**config.mk**
```make
export PLATFORM = sky130hd
export DESIGN_NAME = flash_block_address_arith_top
export DESIGN_NICKNAME = d
export VERILOG_FILES = /design/src/rtl/fbaa_pkg.sv /design/src/rtl/fbaa_front.sv /design/src/rtl/fbaa_queue.sv /design/src/rtl/fbaa_back.sv /design/src/rtl/flash_block_address_arith_top.sv
export SDC_FILE = /design/constraint.sdc
export NUM_CORES = 2
export LEC_CHECK = 0
export ABC_AREA = 1
export ABC_CLOCK_PERIOD_IN_PS = 34300
export BUFFER_PORTS_ARGS = -buffer_cell sky130_fd_sc_hd__buf_4
export CAP_MARGIN = 20
export CORE_MARGIN = 2
export CORE_UTILIZATION = 30
export CTS_BUF_LIST = sky130_fd_sc_hd__clkbuf_8
export DETAILED_ROUTE_END_ITERATION = 16
export GPL_TIMING_DRIVEN = 0
export SLEW_MARGIN = 10
export SYNTH_ARGS = -nofsm -noshare
export SYNTH_HDL_FRONTEND = slang
export SYNTH_HIERARCHICAL = 1
export SYNTH_SLANG_ARGS = --single-unit
```
**constraint.sdc**
```tcl
create_clock -name i_clk -period 34.3 [get_ports i_clk]
set_input_delay 5.145 -clock i_clk [delete_from_list [all_inputs] [get_ports i_clk]]
set_output_delay 5.145 -clock i_clk [all_outputs]
set_load 0.01 [all_outputs]
```
**src/rtl/fbaa_pkg.sv**
```systemverilog
package fbaa_pkg;

    // address field widths
    localparam int CH_BITS  = 4;
    localparam int LUN_BITS = 4;
    localparam int PL_BITS  = 2;
    localparam int BLK_BITS = 12;

    localparam int ADDR_W = CH_BITS + LUN_BITS + PL_BITS + BLK_BITS;
    localparam int PL_SH  = BLK_BITS;
    localparam int LUN_SH = BLK_BITS + PL_BITS;
    localparam int CH_SH  = BLK_BITS + PL_BITS + LUN_BITS;

    // quotient of linear index by block count, and linear index widths
    localparam int Q_W   = LUN_BITS + PL_BITS;
    localparam int LIN_W = LUN_BITS + PL_BITS + BLK_BITS;
    localparam int TOT_W = LIN_W + 1;

    // configuration register widths
    localparam int NL_W = 5;
    localparam int NP_W = 3;
    localparam int NB_W = 13;

    localparam int AMT_W  = 32;
    localparam int MODE_W = 3;
    localparam int ST_W   = 3;
    localparam int DIST_W = 18;
    localparam int CIDX_W = 3;
    localparam int CDAT_W = 32;

    // modes
    localparam logic [MODE_W-1:0] MODE_PACK = 3'd0;
    localparam logic [MODE_W-1:0] MODE_ADD  = 3'd1;
    localparam logic [MODE_W-1:0] MODE_SUB  = 3'd2;
    localparam logic [MODE_W-1:0] MODE_DLO  = 3'd3;
    localparam logic [MODE_W-1:0] MODE_DHI  = 3'd4;

    // status codes
    localparam logic [ST_W-1:0] ST_OK     = 3'd0;
    localparam logic [ST_W-1:0] ST_BAD_CH = 3'd1;
    localparam logic [ST_W-1:0] ST_BAD_LN = 3'd2;
    localparam logic [ST_W-1:0] ST_BAD_PL = 3'd3;
    localparam logic [ST_W-1:0] ST_BAD_BK = 3'd4;
    localparam logic [ST_W-1:0] ST_OVF    = 3'd5;

    // configuration register indexes
    localparam logic [CIDX_W-1:0] REG_CHANNEL_ID  = 3'd0;
    localparam logic [CIDX_W-1:0] REG_LUN_START   = 3'd1;
    localparam logic [CIDX_W-1:0] REG_LUN_COUNT   = 3'd2;
    localparam logic [CIDX_W-1:0] REG_PLANE_COUNT = 3'd3;
    localparam logic [CIDX_W-1:0] REG_BLOCK_COUNT = 3'd4;

    typedef struct packed {
        logic [MODE_W-1:0]   mode;
        logic [ADDR_W-1:0]   address;
        logic [AMT_W-1:0]    amount;
        logic [CH_BITS-1:0]  channel;
        logic [LUN_BITS-1:0] lun;
        logic [PL_BITS-1:0]  plane;
        logic [BLK_BITS-1:0] block;
    } t_in_item;

    typedef struct packed {
        logic [ADDR_W-1:0] address_out;
        logic [DIST_W-1:0] distance;
        logic [ST_W-1:0]   status;
    } t_out_item;

    // effective geometry of the address space
    typedef struct packed {
        logic [CH_BITS-1:0]  cid;
        logic [LUN_BITS-1:0] ls;
        logic [NL_W-1:0]     nl;
        logic [NP_W-1:0]     np;
        logic [NB_W-1:0]     nb;
        logic [TOT_W-1:0]    total;
    } t_geom;

    // classified item handed from front to back
    typedef struct packed {
        logic [MODE_W-1:0] mode;
        logic [ADDR_W-1:0] addr;
        logic [AMT_W-1:0]  amount;
        logic [ST_W-1:0]   st;
        logic [LIN_W-1:0]  lin;
        logic [ADDR_W-1:0] pack0;
    } t_work;

    // item inside the back pipeline
    typedef struct packed {
        logic [MODE_W-1:0] mode;
        logic [ADDR_W-1:0] addr;
        logic [ST_W-1:0]   st;
        logic [LIN_W-1:0]  lin;
        logic [ADDR_W-1:0] pack0;
        logic [LIN_W-1:0]  rem;
        logic [Q_W-1:0]    quo;
    } t_div;

endpackage

```
**src/rtl/fbaa_front.sv**
```systemverilog
module fbaa_front (
    input  logic             i_clk,
    input  logic             i_rst_n,
    input  logic             i_valid,
    output logic             o_stall,
    input  fbaa_pkg::t_in_item i_item,
    input  fbaa_pkg::t_geom  i_geom,
    input  logic             i_q_full,
    output logic             o_push,
    output fbaa_pkg::t_work  o_work
);

    logic                            fen;
    logic                            r_s1_valid;
    logic                            r_s2_valid;
    logic [fbaa_pkg::MODE_W-1:0]     r_mode;
    logic [fbaa_pkg::ADDR_W-1:0]     r_addr;
    logic [fbaa_pkg::AMT_W-1:0]      r_amount;
    logic [fbaa_pkg::ST_W-1:0]       r_st;
    logic [fbaa_pkg::Q_W-1:0]        r_idx;
    logic [fbaa_pkg::BLK_BITS-1:0]   r_blk;
    logic [fbaa_pkg::ADDR_W-1:0]     r_pack0;
    fbaa_pkg::t_work                 r_work;

    logic [fbaa_pkg::CH_BITS-1:0]    f_ch;
    logic [fbaa_pkg::LUN_BITS-1:0]   f_lun;
    logic [fbaa_pkg::PL_BITS-1:0]    f_pl;
    logic [fbaa_pkg::BLK_BITS-1:0]   f_blk;
    logic [fbaa_pkg::LUN_BITS-1:0]   rel;
    logic [fbaa_pkg::LUN_BITS+2:0]   p_rel;
    logic [fbaa_pkg::ST_W-1:0]       n_st;
    logic [fbaa_pkg::Q_W+fbaa_pkg::NB_W-1:0] p_lin;

    // front advances unless its last stage cannot hand off to the queue
    assign fen     = !(r_s2_valid && i_q_full);
    assign o_stall = !fen;
    assign o_push  = r_s2_valid && fen;
    assign o_work  = r_work;

    // pick fields: given fields for pack, decoded address otherwise
    always_comb begin
        if (i_item.mode == fbaa_pkg::MODE_PACK) begin
            f_ch  = i_item.channel;
            f_lun = i_item.lun;
            f_pl  = i_item.plane;
            f_blk = i_item.block;
        end else begin
            f_ch  = i_item.address[fbaa_pkg::CH_SH +: fbaa_pkg::CH_BITS];
            f_lun = i_item.address[fbaa_pkg::LUN_SH +: fbaa_pkg::LUN_BITS];
            f_pl  = i_item.address[fbaa_pkg::PL_SH +: fbaa_pkg::PL_BITS];
            f_blk = i_item.address[fbaa_pkg::BLK_BITS-1:0];
        end
    end

    // field checks in priority order
    assign rel = f_lun - i_geom.ls;
    always_comb begin
        if (i_item.mode > fbaa_pkg::MODE_DHI) begin
            n_st = fbaa_pkg::ST_OK;
        end else if (f_ch != i_geom.cid) begin
            n_st = fbaa_pkg::ST_BAD_CH;
        end else if (f_lun < i_geom.ls ||
                     fbaa_pkg::NL_W'(rel) >= i_geom.nl) begin
            n_st = fbaa_pkg::ST_BAD_LN;
        end else if (fbaa_pkg::NP_W'(f_pl) >= i_geom.np) begin
            n_st = fbaa_pkg::ST_BAD_PL;
        end else if (fbaa_pkg::NB_W'(f_blk) >= i_geom.nb) begin
            n_st = fbaa_pkg::ST_BAD_BK;
        end else begin
            n_st = fbaa_pkg::ST_OK;
        end
    end

    assign p_rel = (fbaa_pkg::LUN_BITS+3)'(rel) * (fbaa_pkg::LUN_BITS+3)'(i_geom.np);
    assign p_lin = (fbaa_pkg::Q_W+fbaa_pkg::NB_W)'(r_idx) *
                   (fbaa_pkg::Q_W+fbaa_pkg::NB_W)'(i_geom.nb);

    // stage 1: classify, partial index
    always_ff @(posedge i_clk) begin
        if (!i_rst_n) begin
            r_s1_valid <= 1'b0;
        end else if (fen) begin
            r_s1_valid <= i_valid;
        end
        if (fen) begin
            r_mode   <= i_item.mode;
            r_addr   <= i_item.address;
            r_amount <= i_item.amount;
            r_st     <= n_st;
            r_idx    <= fbaa_pkg::Q_W'(p_rel + (fbaa_pkg::LUN_BITS+3)'(f_pl));
            r_blk    <= f_blk;
            r_pack0  <= {f_ch, f_lun, f_pl, f_blk};
        end
    end

    // stage 2: full linear index
    always_ff @(posedge i_clk) begin
        if (!i_rst_n) begin
            r_s2_valid <= 1'b0;
        end else if (fen) begin
            r_s2_valid <= r_s1_valid;
        end
        if (fen) begin
            r_work.mode   <= r_mode;
            r_work.addr   <= r_addr;
            r_work.amount <= r_amount;
            r_work.st     <= r_st;
            r_work.lin    <= fbaa_pkg::LIN_W'(p_lin + (fbaa_pkg::Q_W+fbaa_pkg::NB_W)'(r_blk));
            r_work.pack0  <= r_pack0;
        end
    end

endmodule

```
**src/rtl/fbaa_queue.sv**
```systemverilog
module fbaa_queue (
    input  logic            i_clk,
    input  logic            i_rst_n,
    input  logic            i_push,
    input  fbaa_pkg::t_work i_data,
    input  logic            i_pop,
    output fbaa_pkg::t_work o_data,
    output logic            o_full,
    output logic            o_empty
);

    fbaa_pkg::t_work r_mem [4];
    logic [1:0]      r_wp;
    logic [1:0]      r_rp;
    logic [2:0]      r_cnt;

    assign o_full  = (r_cnt == 3'd4);
    assign o_empty = (r_cnt == 3'd0);
    assign o_data  = r_mem[r_rp];

    // entry storage
    always_ff @(posedge i_clk) begin
        if (i_push) begin
            r_mem[r_wp] <= i_data;
        end
    end

    // pointers and fill count
    always_ff @(posedge i_clk) begin
        if (!i_rst_n) begin
            r_wp  <= '0;
            r_rp  <= '0;
            r_cnt <= '0;
        end else begin
            if (i_push) begin
                r_wp <= r_wp + 2'd1;
            end
            if (i_pop) begin
                r_rp <= r_rp + 2'd1;
            end
            r_cnt <= r_cnt + 3'(i_push) - 3'(i_pop);
        end
    end

endmodule

```
**src/rtl/fbaa_back.sv**
```systemverilog
module fbaa_back (
    input  logic               i_clk,
    input  logic               i_rst_n,
    input  fbaa_pkg::t_geom    i_geom,
    input  logic               i_q_empty,
    input  fbaa_pkg::t_work    i_work,
    output logic               o_pop,
    output logic               o_valid,
    input  logic               i_stall,
    output fbaa_pkg::t_out_item o_item
);

    localparam int QW = fbaa_pkg::Q_W;
    localparam int LW = fbaa_pkg::LIN_W;

    logic                 ben;
    fbaa_pkg::t_div       r_dv [QW+1];
    logic                 r_dvv [QW+1];
    logic                 r_out_valid;
    fbaa_pkg::t_out_item  r_out;

    fbaa_pkg::t_div       b0;
    logic [fbaa_pkg::TOT_W-1:0] room;
    fbaa_pkg::t_div       dn [QW];

    fbaa_pkg::t_div       fin;
    logic [QW-1:0]        q_np;
    logic [QW-1:0]        m_np;
    logic [QW+4:0]        p3;
    logic [fbaa_pkg::TOT_W-1:0] d_hi;
    fbaa_pkg::t_out_item  n_out;

    assign ben     = !(r_out_valid && i_stall);
    assign o_pop   = !i_q_empty && ben;
    assign o_valid = r_out_valid;
    assign o_item  = r_out;

    // stage 0: overflow check and new linear index
    assign room = i_geom.total - fbaa_pkg::TOT_W'(1) - fbaa_pkg::TOT_W'(i_work.lin);
    always_comb begin
        b0.mode  = i_work.mode;
        b0.addr  = i_work.addr;
        b0.st    = i_work.st;
        b0.lin   = i_work.lin;
        b0.pack0 = i_work.pack0;
        b0.quo   = '0;
        b0.rem   = i_work.lin;
        if (i_work.st == fbaa_pkg::ST_OK) begin
            if (i_work.mode == fbaa_pkg::MODE_ADD) begin
                if (i_work.amount > fbaa_pkg::AMT_W'(room)) begin
                    b0.st = fbaa_pkg::ST_OVF;
                end
                b0.rem = i_work.lin + LW'(i_work.amount);
            end else if (i_work.mode == fbaa_pkg::MODE_SUB) begin
                if (i_work.amount > fbaa_pkg::AMT_W'(i_work.lin)) begin
                    b0.st = fbaa_pkg::ST_OVF;
                end
                b0.rem = i_work.lin - LW'(i_work.amount);
            end
        end
    end

    always_ff @(posedge i_clk) begin
        if (!i_rst_n) begin
            r_dvv[0] <= 1'b0;
        end else if (ben) begin
            r_dvv[0] <= o_pop;
        end
        if (ben) begin
            r_dv[0] <= b0;
        end
    end

    // restoring divide by block count, one quotient bit per stage
    for (genvar j = 0; j < QW; j++) begin : g_div
        localparam int BIT = QW - 1 - j;
        logic [LW:0] dsr;
        assign dsr = (LW+1)'(i_geom.nb) << BIT;
        always_comb begin
            dn[j] = r_dv[j];
            if ({1'b0, r_dv[j].rem} >= dsr) begin
                dn[j].rem      = LW'({1'b0, r_dv[j].rem} - dsr);
                dn[j].quo[BIT] = 1'b1;
            end
        end
        always_ff @(posedge i_clk) begin
            if (!i_rst_n) begin
                r_dvv[j+1] <= 1'b0;
            end else if (ben) begin
                r_dvv[j+1] <= r_dvv[j];
            end
            if (ben) begin
                r_dv[j+1] <= dn[j];
            end
        end
    end

    // split quotient into lun and plane digits
    assign fin = r_dv[QW];
    assign p3  = (QW+5)'(fin.quo) * (QW+5)'(43);
    always_comb begin
        case (i_geom.np)
            3'd1: begin
                q_np = fin.quo;
                m_np = '0;
            end
            3'd2: begin
                q_np = fin.quo >> 1;
                m_np = fin.quo & QW'(1);
            end
            3'd3: begin
                q_np = QW'(p3 >> 7);
                m_np = fin.quo - QW'(3 * QW'(p3 >> 7));
            end
            3'd4: begin
                q_np = fin.quo >> 2;
                m_np = fin.quo & QW'(3);
            end
            default: begin
                q_np = '0;
                m_np = '0;
            end
        endcase
    end

    // result assembly
    assign d_hi = i_geom.total - fbaa_pkg::TOT_W'(1) - fbaa_pkg::TOT_W'(fin.lin);
    always_comb begin
        n_out.address_out = fin.addr;
        n_out.distance    = '0;
        n_out.status      = fin.st;
        if (fin.st == fbaa_pkg::ST_OK) begin
            case (fin.mode)
                fbaa_pkg::MODE_PACK: n_out.address_out = fin.pack0;
                fbaa_pkg::MODE_ADD, fbaa_pkg::MODE_SUB: begin
                    n_out.address_out = {
                        fin.addr[fbaa_pkg::CH_SH +: fbaa_pkg::CH_BITS],
                        fbaa_pkg::LUN_BITS'(i_geom.ls + fbaa_pkg::LUN_BITS'(q_np)),
                        fbaa_pkg::PL_BITS'(m_np),
                        fin.rem[fbaa_pkg::BLK_BITS-1:0]};
                end
                fbaa_pkg::MODE_DLO: n_out.distance = fbaa_pkg::DIST_W'(fin.lin);
                fbaa_pkg::MODE_DHI: n_out.distance = fbaa_pkg::DIST_W'(d_hi);
                default: n_out.address_out = fin.addr;
            endcase
        end
    end

    // output register
    always_ff @(posedge i_clk) begin
        if (!i_rst_n) begin
            r_out_valid <= 1'b0;
        end else if (ben) begin
            r_out_valid <= r_dvv[QW];
        end
        if (ben) begin
            r_out <= n_out;
        end
    end

endmodule

```
**src/rtl/flash_block_address_arith_top.sv**
```systemverilog
// Flash block address arithmetic: pack/check (mode 0), add/subtract a block
// count (1, 2) and distance from lowest/to highest address (3, 4) on packed
// channel/lun/plane/block addresses. One item is taken per clock unless the
// front stalls; a result passes 2 front stages, the queue, one overflow stage,
// 6 divider stages for the block-count quotient and the output register. A
// 4-entry queue lets front and back stall apart. The address-space size
// follows a geometry register change in the next cycle.
module flash_block_address_arith_top (
    input  logic                       i_clk,
    input  logic                       i_rst_n,
    input  logic                       i_in_valid,
    output logic                       o_in_stall,
    input  fbaa_pkg::t_in_item         i_in,
    output logic                       o_out_valid,
    input  logic                       i_out_stall,
    output fbaa_pkg::t_out_item        o_out,
    input  logic                       i_cfg_valid,
    output logic                       o_cfg_ready,
    input  logic [fbaa_pkg::CIDX_W-1:0] i_cfg_index,
    input  logic [fbaa_pkg::CDAT_W-1:0] i_cfg_data
);

    logic [fbaa_pkg::CH_BITS-1:0]  r_cid;
    logic [fbaa_pkg::LUN_BITS-1:0] r_ls;
    logic [fbaa_pkg::NL_W-1:0]     r_lc;
    logic [fbaa_pkg::NP_W-1:0]     r_pc;
    logic [fbaa_pkg::NB_W-1:0]     r_bc;
    logic [fbaa_pkg::TOT_W-1:0]    r_total;

    logic [fbaa_pkg::NL_W-1:0]     room;
    logic [fbaa_pkg::NL_W+fbaa_pkg::NP_W-1:0] nlnp;
    fbaa_pkg::t_geom               geom;

    logic                          q_full;
    logic                          q_empty;
    logic                          push;
    logic                          pop;
    fbaa_pkg::t_work               w_in;
    fbaa_pkg::t_work               w_out;

    assign o_cfg_ready = 1'b1;

    // configuration registers
    always_ff @(posedge i_clk) begin
        if (!i_rst_n) begin
            r_cid <= '0;
            r_ls  <= '0;
            r_lc  <= 5'd16;
            r_pc  <= 3'd4;
            r_bc  <= 13'd4096;
        end else if (i_cfg_valid) begin
            case (i_cfg_index)
                fbaa_pkg::REG_CHANNEL_ID:  r_cid <= i_cfg_data[fbaa_pkg::CH_BITS-1:0];
                fbaa_pkg::REG_LUN_START:   r_ls  <= i_cfg_data[fbaa_pkg::LUN_BITS-1:0];
                fbaa_pkg::REG_LUN_COUNT:   r_lc  <= i_cfg_data[fbaa_pkg::NL_W-1:0];
                fbaa_pkg::REG_PLANE_COUNT: r_pc  <= i_cfg_data[fbaa_pkg::NP_W-1:0];
                fbaa_pkg::REG_BLOCK_COUNT: r_bc  <= i_cfg_data[fbaa_pkg::NB_W-1:0];
                default: ;
            endcase
        end
    end

    // effective counts, clipped so the highest address fits its fields
    assign room = fbaa_pkg::NL_W'(1 << fbaa_pkg::LUN_BITS) - fbaa_pkg::NL_W'(r_ls);
    assign geom.cid = r_cid;
    assign geom.ls  = r_ls;
    assign geom.nl  = (r_lc < room) ? r_lc : room;
    assign geom.np  = (r_pc < fbaa_pkg::NP_W'(1 << fbaa_pkg::PL_BITS)) ?
                      r_pc : fbaa_pkg::NP_W'(1 << fbaa_pkg::PL_BITS);
    assign geom.nb  = (r_bc < fbaa_pkg::NB_W'(1 << fbaa_pkg::BLK_BITS)) ?
                      r_bc : fbaa_pkg::NB_W'(1 << fbaa_pkg::BLK_BITS);
    assign geom.total = r_total;

    // size of the address space, registered
    assign nlnp = (fbaa_pkg::NL_W+fbaa_pkg::NP_W)'(geom.nl) *
                  (fbaa_pkg::NL_W+fbaa_pkg::NP_W)'(geom.np);
    always_ff @(posedge i_clk) begin
        r_total <= fbaa_pkg::TOT_W'(
            (fbaa_pkg::NL_W+fbaa_pkg::NP_W+fbaa_pkg::NB_W)'(nlnp) *
            (fbaa_pkg::NL_W+fbaa_pkg::NP_W+fbaa_pkg::NB_W)'(geom.nb));
    end

    fbaa_front u_front (
        .i_clk    (i_clk),
        .i_rst_n  (i_rst_n),
        .i_valid  (i_in_valid),
        .o_stall  (o_in_stall),
        .i_item   (i_in),
        .i_geom   (geom),
        .i_q_full (q_full),
        .o_push   (push),
        .o_work   (w_in)
    );

    fbaa_queue u_queue (
        .i_clk   (i_clk),
        .i_rst_n (i_rst_n),
        .i_push  (push),
        .i_data  (w_in),
        .i_pop   (pop),
        .o_data  (w_out),
        .o_full  (q_full),
        .o_empty (q_empty)
    );

    fbaa_back u_back (
        .i_clk     (i_clk),
        .i_rst_n   (i_rst_n),
        .i_geom    (geom),
        .i_q_empty (q_empty),
        .i_work    (w_out),
        .o_pop     (pop),
        .o_valid   (o_out_valid),
        .i_stall   (i_out_stall),
        .o_item    (o_out)
    );

endmodule

```
==> out/results.ini <==
[run_status]
outcome=finished clean

[yosys]
synth_fp_nets=6339
synth_area_um2=64400
synth_top_area_share_pct=58.4
ys.flop_type=edfxtp_1
seq_area_frac_synth_pct=60.3
synth-edff-count=1254
ys_types=63
synth-warning-count=6
ys_top_cells_by_area=edfxtp_1 58%, nand2_1 6.5%, ha_1 6.5%
yosys.area.top_type=edfxtp_1
synthCells=5744
ys_ff_latch=1315
synth.avg_cell_area_um2=11.2
async_reset_ff_share_pct=0

[clocking]
clkSlewWorstSetupHoldPaths_ns=0.06
cts_tree=built
clock_latency_ns=0.99
cts_buffer_depth=3
cts-root-buf=clkbuf_8
cts_resized=0
ctsHoldBuffers=0
cts_max_level=4
cts_num_sinks=1315
cts_inserted_buffers=215
post-cts-setup-buffer-count=0

[grt]
grt_max_degree=67
grt_pass1_vias=41500
track_usage_pct=14.9
antenna_found_initial=14
grt_pass1_wl_um=249000
gr-total-overflow=0

[placed_design]
hpwlAfterDp_um=121000
place_ws_ns=24.49
placed_cells=8745
port_buffers=144
place.gp.congestion=0.899

[setup_path]
setup.worst_path.start_class=input port
crit_fanout=10
crit_buf_inv=4
crit_family=adder cells
cpPeakStageDelay_ns=0.58
timing.rr.start=r_ls[0]
rr_worst_depth=35
cp_slowest_cell=o21ai_0
arrival_ns=9.49
worstPathRequired_ns=35.02
end_kind=flip-flop
rrSetupSlack_ns=26.44
r2r_end=r_total[17]
worstSetupPathType=input port to flip-flop
path_cells=buf_4, nor2_4, nand2_4, buf_2, o21ai_0, ha_1, inv_1, fa_1, xor2_1, nand2_1, fa_1, inv_1, ha_1, fa_1, nand3_1, nand2_1, xor2_1, xor2_1

[routing]
antenna_left=0
vias=41800
post_drt_wl_per_cell_um=17.9
drc_errors=0
drt-initial-drc-count=3356
first_pass_iters=5
drt-total-wl_um=164000
via_per_inst=4.57

[hold_path]
hp-class=flip-flop to flip-flop
holdPathStages=0
holdPathEnd=u_back/r_dv[6][29]
min_from=u_back/r_dv[5][29]

[floorplan]
die_y_um=467
ioPinCount=165
core_area_um2=214000
die_area_um2=218000
die_w_um=467
start_util_pct=30.1
rows=170

[power]
total_power_mw=6.43
leakagePower_nw=31.4
ir_drop_mv=0.0480
power.density_nw_per_um2=86.8

[cells_and_area]
mostFrequentLayoutCell=edfxtp_1
finalNonFillerCells=9151
final_nets=6719
layout-drive-gt1-share_pct=11.3
area_delta_synth_final_pct=15.0
final_cell_mix=1254 x edfxtp_1, 1121 x nand2_1, 978 x inv_1

[timing]
finalMaxSlewViolations=0
hold_viol=0
min_period_ns=8.76
fin_hold_ws_ns=0.354
clock_skew_ns=0.111
max_freq_mhz=114
setup_viol_count_final=0
layout_setup_ws_ns=25.54
worst_slew_pin_slew_ns=1.13
final.period_utilization_pct=25.6
rsz0062_at_grt=no
tns_ns=0
relSlewSlack_pct=24.9

[flow_run]
cap_violations=0

power by group:
part	leakage (nW)	switching, mW	internal [mW]
clock network	2.47	0.660	0.734
registers	13.1	0.208	2.38
logic	15.8	1.62	0.829
total	31.4	2.49	3.94
layout make-up:
type / instances / area, µm²
fillers: 21300 / 140000
flip-flops and latches: 1315 / 38900
multi-input cells: 3350 / 21200
inverters: 954 / 3600
well taps: 2838 / 3550
clock buffers: 223 / 3070
repair buffers: 163 / 1570
clock inverters: 178 / 1430
plain buffers: 125 / 756
diodes: 5 / 12.5
state kept, by name, summed over array words and instances, names as in the netlist, 3 cells and up, named ones only:
register / flops
r_bc: 13
r_cid: 4
r_lc: 5
r_ls: 4
r_pc: 3
r_total: 19
u_back/o_item: 43
u_back/r_dv: 617
u_back/r_dvv: 7
u_front/o_work: 100
u_front/r_addr: 22
u_front/r_amount: 32
u_front/r_blk: 11
u_front/r_idx: 6
u_front/r_mode: 3
u_front/r_pack0: 11
u_front/r_st: 3
u_queue/r_cnt: 3
u_queue/r_mem: 400
worst reg2reg max path: cells and delay by family, from the launching register on:
kind	cells	cell delay (ns)
fa+ha+maj	10	4.02
simple gates	12	1.12
buf+inv	8	1.04
compound gates	4	0.74
flops	1	0.52
xor+xnor	1	0.24
per-stage QoR:
step                      utilization (%)  area, µm²
after floorplan                         -      64400
after global routing                 34.6      74100
final                                34.6      74100
after detailed placement             32.5      69600
after global placement               32.3      69100
after CTS                            34.6      74100
synthesized netlist by cell type, drive strengths merged, types with 24 or more instances:
cell and count:
a21oi 358, buf 101, clkbuf 24, dfxtp 61
edfxtp 1254, fa 142, ha 334, inv 952
nand2 1139, nand3 257, nand4 45, nor2 317
nor3 40, o211ai 106, o21ai 327, xnor2 54
xor2 82
how the worst max path moves through the flow:
stage	to	start	cells past startpoint	slack, ns
after floorplan	u_back/r_dvv[0]	i_out_stall	3	12.64
after global placement	u_back/r_dvv[5]	i_out_stall	4	5.28
after detailed placement	u_front/r_idx[5]	i_in[77]	18	24.49
after CTS	u_front/r_idx[5]	i_in[77]	18	25.59
after global routing	u_front/r_idx[5]	i_in[77]	18	25.41
final	u_front/r_idx[5]	i_in[77]	18	25.54
per-layer routing:
metal | global-route usage (%) | vias to the layer above | share of wire, %
met1 | 20.5 | 20300 | 46
met4 | 3.80 | 8 | 1.9
met3 | 2.68 | 197 | 5.6
met2 | 24.3 | 1057 | 47
li1 | - | 20300 | -
met5 | 0 | - | 0.031
kinds of logic after synthesis:
family	Yosys count	share of synthesized area, %
simple gates	1852	12.1
flops	1315	60.3
buf+inv	1079	6.73
compound gates	865	7.69
fa+ha+maj	476	10.9
xor+xnor	136	1.86
mux	20	0.350
other cells	1	0.00582
Note: power is estimated with default switching activity, not from simulation.
